<file path="config.mk">
export PLATFORM = sky130hd
export DESIGN_NAME = hpt_div_step
export DESIGN_NICKNAME = d
export VERILOG_FILES = /design/src/sv/assert_macros.svh /design/src/sv/hpt_pkg.sv /design/src/sv/hpt_div_step.sv
export SDC_FILE = /design/constraint.sdc
export NUM_CORES = 1
export LEC_CHECK = 0
export BUFFER_PORTS_ARGS = -buffer_cell sky130_fd_sc_hd__buf_2
export CAP_MARGIN = 10
export CORE_AREA = 4 4 287 289
export DETAILED_ROUTE_END_ITERATION = 6
export DIE_AREA = 0 0 291 293
export PLACE_DENSITY = 0.6
export SLEW_MARGIN = 20
export SYNTH_ARGS = -nofsm -noshare
export SYNTH_HDL_FRONTEND = slang
export SYNTH_SLANG_ARGS = --single-unit
</file>
<file path="constraint.sdc">
create_clock -name i_clk -period 4.62 [get_ports i_clk]
set_clock_uncertainty 0.2 [all_clocks]
set_input_delay 0.924 -clock i_clk [delete_from_list [all_inputs] [get_ports i_clk]]
set_output_delay 0.924 -clock i_clk [all_outputs]
set_load 0.02 [all_outputs]
</file>
<file path="src/sv/assert_macros.svh">
// Assertion macros used by the homography point transform RTL.
`ifndef ASSERT_MACROS_SVH
`define ASSERT_MACROS_SVH

// Same-cycle implication, disabled while reset is held.
`define HPT_ASSERT_IMPLY(lbl, clk, rst_n, ante, cons) \
    lbl: assert property (@(posedge clk) disable iff (!rst_n) (ante) |-> (cons)) \
        else $error("hpt assertion failed");

// Next-cycle implication, disabled while reset is held.
`define HPT_ASSERT_NEXT(lbl, clk, rst_n, ante, cons) \
    lbl: assert property (@(posedge clk) disable iff (!rst_n) (ante) |=> (cons)) \
        else $error("hpt assertion failed");

`endif

</file>
<file path="src/sv/hpt_pkg.sv">
// Package: widths, register indexes and pipeline payload types of the point transform.
`default_nettype none
package hpt_pkg;

    localparam int COORD_BITS = 12;
    localparam int COEF_W     = 48;
    localparam int NUM_COEF   = 8;
    localparam int CFG_IDX_W  = 4;
    localparam int OUT_W      = 32;
    localparam int PROD_W     = COEF_W + COORD_BITS + 1;
    localparam int SUM_W      = PROD_W + 2;
    localparam int MAG_W      = SUM_W;
    localparam int FRAC_SHIFT = 17;
    localparam int QUO_W      = 34;
    localparam int REM_W      = MAG_W + QUO_W;

    localparam logic [COEF_W-1:0] COEF_ONE = COEF_W'(1) << 32;

    typedef enum logic [CFG_IDX_W-1:0] {
        COEF_00 = 4'd0,
        COEF_01 = 4'd1,
        COEF_02 = 4'd2,
        COEF_10 = 4'd3,
        COEF_11 = 4'd4,
        COEF_12 = 4'd5,
        COEF_20 = 4'd6,
        COEF_21 = 4'd7
    } t_coef_idx;

    typedef struct packed {
        logic signed [COEF_W-1:0] c00;
        logic signed [COEF_W-1:0] c01;
        logic signed [COEF_W-1:0] c02;
        logic signed [COEF_W-1:0] c10;
        logic signed [COEF_W-1:0] c11;
        logic signed [COEF_W-1:0] c12;
        logic signed [COEF_W-1:0] c20;
        logic signed [COEF_W-1:0] c21;
    } t_coef_set;

    typedef struct packed {
        logic [REM_W-1:0] rem_x;
        logic [REM_W-1:0] rem_y;
        logic [REM_W-1:0] dvs;
        logic [QUO_W-1:0] q_x;
        logic [QUO_W-1:0] q_y;
        logic             neg_x;
        logic             neg_y;
        logic             ovf_x;
        logic             ovf_y;
        logic             zero;
    } t_div_pl;

endpackage
`default_nettype wire

</file>
<file path="src/sv/hpt_div_step.sv">
// One restoring division step: one quotient bit for both x and y.
`default_nettype none
module hpt_div_step (
    input  wire               i_clk,
    input  wire               i_rst_n,
    input  wire               i_en,
    input  wire               i_valid,
    input  hpt_pkg::t_div_pl  i_pl,
    output logic              o_valid,
    output hpt_pkg::t_div_pl  o_pl
);

    hpt_pkg::t_div_pl r_pl, n_pl;
    logic             r_v;
    logic             w_gx, w_gy;

    // Compare, subtract and shift in one quotient bit
    always_comb begin
        w_gx       = i_pl.rem_x >= i_pl.dvs;
        w_gy       = i_pl.rem_y >= i_pl.dvs;
        n_pl       = i_pl;
        n_pl.rem_x = w_gx ? i_pl.rem_x - i_pl.dvs : i_pl.rem_x;
        n_pl.rem_y = w_gy ? i_pl.rem_y - i_pl.dvs : i_pl.rem_y;
        n_pl.q_x   = {i_pl.q_x[hpt_pkg::QUO_W-2:0], w_gx};
        n_pl.q_y   = {i_pl.q_y[hpt_pkg::QUO_W-2:0], w_gy};
        n_pl.dvs   = i_pl.dvs >> 1;
    end

    always_ff @(posedge i_clk) begin
        if (i_en) begin
            r_pl <= n_pl;
        end
    end

    always_ff @(posedge i_clk) begin
        if (!i_rst_n) begin
            r_v <= 1'b0;
        end else if (i_en) begin
            r_v <= i_valid;
        end
    end

    assign o_valid = r_v;
    assign o_pl    = r_pl;

endmodule
`default_nettype wire

</file>
==> flow_metrics.py <==
metrics = {
    "worst_hold_path": {
        "hold_path_class": "input pin to register",
        "worstHoldStart": "i_pl[48]",
    },
    "synth": {
        "synth_common_cells": "edfxtp_1, nand2_1, a21oi_1",
        "synth-main-ff-cell": "edfxtp_1",
        "synth_top_cell_area_share": 0.421,
        "yosysUniqueCellTypes": 89,
        "yosysWarnings": 0,
        "yosysSeqAreaShare": 0.422,
        "synth.net_count": 3241,
        "yosys_register_bits": 364,
        "avgSynthCellArea_sq_um": 9.67,
        "synth_top_area_cell": "edfxtp_1",
        "synth_cells": 2677,
        "synth_area_leaders": "edfxtp_1, ha_1, a21oi_1",
        "synth_edf_count": 363,
        "synthSimpleGateAreaFrac": 0.132,
        "syn_area_sq_um": 25900,
        "synth.area.mux_share": 0.0471,
        "synth.most_common_cell": "edfxtp_1",
        "synth_top_family_by_area": "compound AO/OA/AOI/OAI gates",
        "yosys.area_share.adder": 0.0953,
        "synth-xor-area-share": 0.0602,
        "synth-compound-area-share": 0.194,
        "async_reset_ff_frac": 0,
    },
    "cts": {
        "cts_made_buffers": 45,
        "cts_tree": "built",
        "cts-root-buf": "clkbuf_16",
        "cts_sinks": 364,
        "clk_pin_slew_ns": 0.07,
        "clkLatencyLatePin_ns": 0.57,
        "htreeDepth": 2,
        "cts_buffer_depth": 3,
        "post_cts_buffers": 0,
    },
    "worst_setup_path": {
        "critical_path.max_stage_delay_ns": 0.44,
        "startpoint": "i_pl[106]",
        "r2r_start": "o_valid$_SDFFE_PN0P_",
        "crit_required_ns": 4.73,
        "crit_path_top_delay_cell": "or3_4",
        "startpoint_type": "input pin",
        "crit_fanout": 5,
        "path_cells": "buf_2 > inv_1 > ha_1 > a21oi_1 > o21ai_1 > a2111oi_2 > a21oi_1 > or3_4 > o31ai_4 > o41ai_2 > buf_4 > o31a_1 > or4_1 > o211a_1 > mux2_4",
        "path_class": "input pin to register",
        "cp_common_cell": "a21oi_1",
        "arrival_ns": 4.54,
        "cp-end-kind": "register",
    },
    "sta": {
        "clock.fmax_ghz": 0.226,
        "rsz0062_at_grt": "no",
        "worst_pin_slew_ns": 0.871,
        "hold_violations": 0,
        "relSlewSlack": 0.419,
        "setup_viol": 0,
        "slew_violations": 0,
        "hold_ws_ns": 0.312,
        "min_period_over_period": 0.959,
        "finalCriticalPeriod_ns": 4.43,
    },
    "global_routing": {
        "grt_start_max_net_pins": 91,
        "grt_overflow": 0,
        "grt_pass1_vias": 25000,
        "grt_pass1_wl_mm": 155,
        "antenna_found_initial": 17,
        "grt_usage": 0.235,
    },
    "finish": {
        "fin_nets": 4463,
        "fin_util": 0.453,
        "drive_gt1_frac": 0.361,
        "n_fill_cell": 7891,
        "post-route-cell-area_sq_um": 36200,
        "area_growth_pct": 39.9,
    },
    "floorplanning": {
        "start_util": 0.324,
        "fp-row-count": 104,
        "io_pins": 733,
        "die_h_um": 293,
        "core_sq_um": 79900,
        "dieArea_sq_um": 85300,
        "die-width_um": 291,
    },
    "route": {
        "vias": 25200,
        "first_iter_violations": 1874,
        "ant_nets": 0,
        "wirelength_mm": 105,
        "dr.pass1.iters": 7,
        "vias_per_cell": 5.03,
        "drc": 0,
        "routedWlPerCell_um": 21.0,
    },
    "placement": {
        "numPortBuffers": 729,
        "place_area_sq_um": 34700,
        "gp_congestion": 0.930,
        "hpwlAfterDp_mm": 88.9,
    },
    "pwr": {
        "ir_drop_mv": 0.274,
        "combPwrFrac": 0.352,
        "internal-power_mw": 7.96,
        "power_density_nw_per_um2": 332,
        "p_sw_frac": 0.338,
        "p_switching_mw": 4.06,
        "pwr-share-clk": 0.297,
        "leakage_nw": 16.5,
        "p_seq_frac": 0.351,
    },
    "outcome": {
        "status": "finished, final reports clean",
    },
    "job": {
        "cap_violations": 0,
    },
}
layout make-up:
type | count | area, sq um | share of cell area
Inverter | 152 | 571 | 0.0158
Antenna cell | 9 | 22.5 | 0.000622
Tap cell | 1060 | 1330 | 0.0366
Clock inverter | 28 | 263 | 0.00726
Clock buffer | 53 | 1200 | 0.0331
Timing Repair Buffer | 1308 | 8180 | 0.226
Sequential cell | 364 | 10900 | 0.302
Multi-Input combinational cell | 2028 | 13700 | 0.379
critical path, delay by kind of cell:
family	cells	cell delay, ns
AOI/OAI and AO/OA	8	1.80
and+or+nand+nor	2	0.86
adders and majority gates	1	0.38
buffers and inverters	3	0.31
muxes	1	0.25
per-layer routing:
| layer | wire [um] | GRT usage | vias to the layer above | part of all wire |
|---|---|---|---|---|
| met5 | 55 | 0 | - | 0.00052 |
| li1 | - | - | 12400 | - |
| met2 | 49400 | 0.396 | 822 | 0.47 |
| met4 | 2410 | 0.0531 | 8 | 0.023 |
| met1 | 46800 | 0.318 | 11800 | 0.45 |
| met3 | 6310 | 0.0408 | 118 | 0.060 |
power by group through the flow:
stage               logic (mW)  clock network, mW  registers [mW]
detailed placement        4.21                  0            4.28
floorplan                 1.81                  0            4.77
CTS                       4.23               3.68            4.22
global route              4.59               3.82            4.25
finish                    4.23               3.57            4.22
global placement          4.19                  0            4.28
cell usage in the layout, fill, tap and decap left out, drive strengths merged, types with 5 or more instances in the layout:
master  netlist  layout
buf          51    1308
edfxtp      363     363
nand2       290     290
a21oi       285     285
o21ai       247     247
ha          194     194
inv         152     154
nor2        137     137
xnor2       106     106
mux2        104     104
nand4        85      85
a21o         83      83
xor2         72      72
clkbuf       82      53
nor3         47      47
o21bai       44      44
nand3        42      42
o21a         30      30
nand2b       24      24
clkinv        0      19
a31oi        16      16
and4         15      15
nor2b        15      15
and3         15      15
or3          14      14
a211oi       13      13
o31ai        12      12
o211ai       11      11
a21boi       10      10
diode         0       9
and2          9       9
a221oi        8       8
nor4          8       8
or4           7       7
or2           7       7
o41ai         7       7
o31a          6       6
o211a         5       5
final timing paths:
path | slack [ns] | to | depth (start not counted)
worst max-delay path | 0.19 | o_pl[256]$_DFFE_PP_ | 15
worst min-delay path | 0.31 | o_pl[49]$_DFFE_PP_ | 1
worst max register to register | 3.83 | o_valid$_SDFFE_PN0P_ | 2
worst min register to register | 0.32 | o_valid$_SDFFE_PN0P_ | 2
flip-flops by register name (all words and copies together), names as in the netlist:
signal   count
o_pl       363
o_valid      1
kinds of logic after synthesis:
logic type,after synthesis
AO/OA/AOI/OAI,821
adder cells (fa/ha/maj),196
buffers and inverters,285
XOR/XNOR,178
AND/OR/NAND/NOR,724
other,1
multiplexers,108
flip-flops,364
per-stage QoR:
step,instances,setup TNS (ns),power (mW),setup WS (ns)
after global routing,4999,0,12.7,0.00938
final,5002,0,12.0,0.190
after global placement,4912,-59.40,8.48,-0.450
after floorplan,2677,0,6.58,0.259
after CTS,4993,0,12.1,0.191
after detailed placement,4912,-55.79,8.49,-0.428
timing repair:
| action | 4_1_cts | 5_1_grt |
|---|---|---|
| endpoints found under the setup margin | 0 | 6 |
| hold buffers | 0 | 0 |
| gates resized for setup | 0 | 4 |
Note: power is estimated with default switching activity, not from simulation.
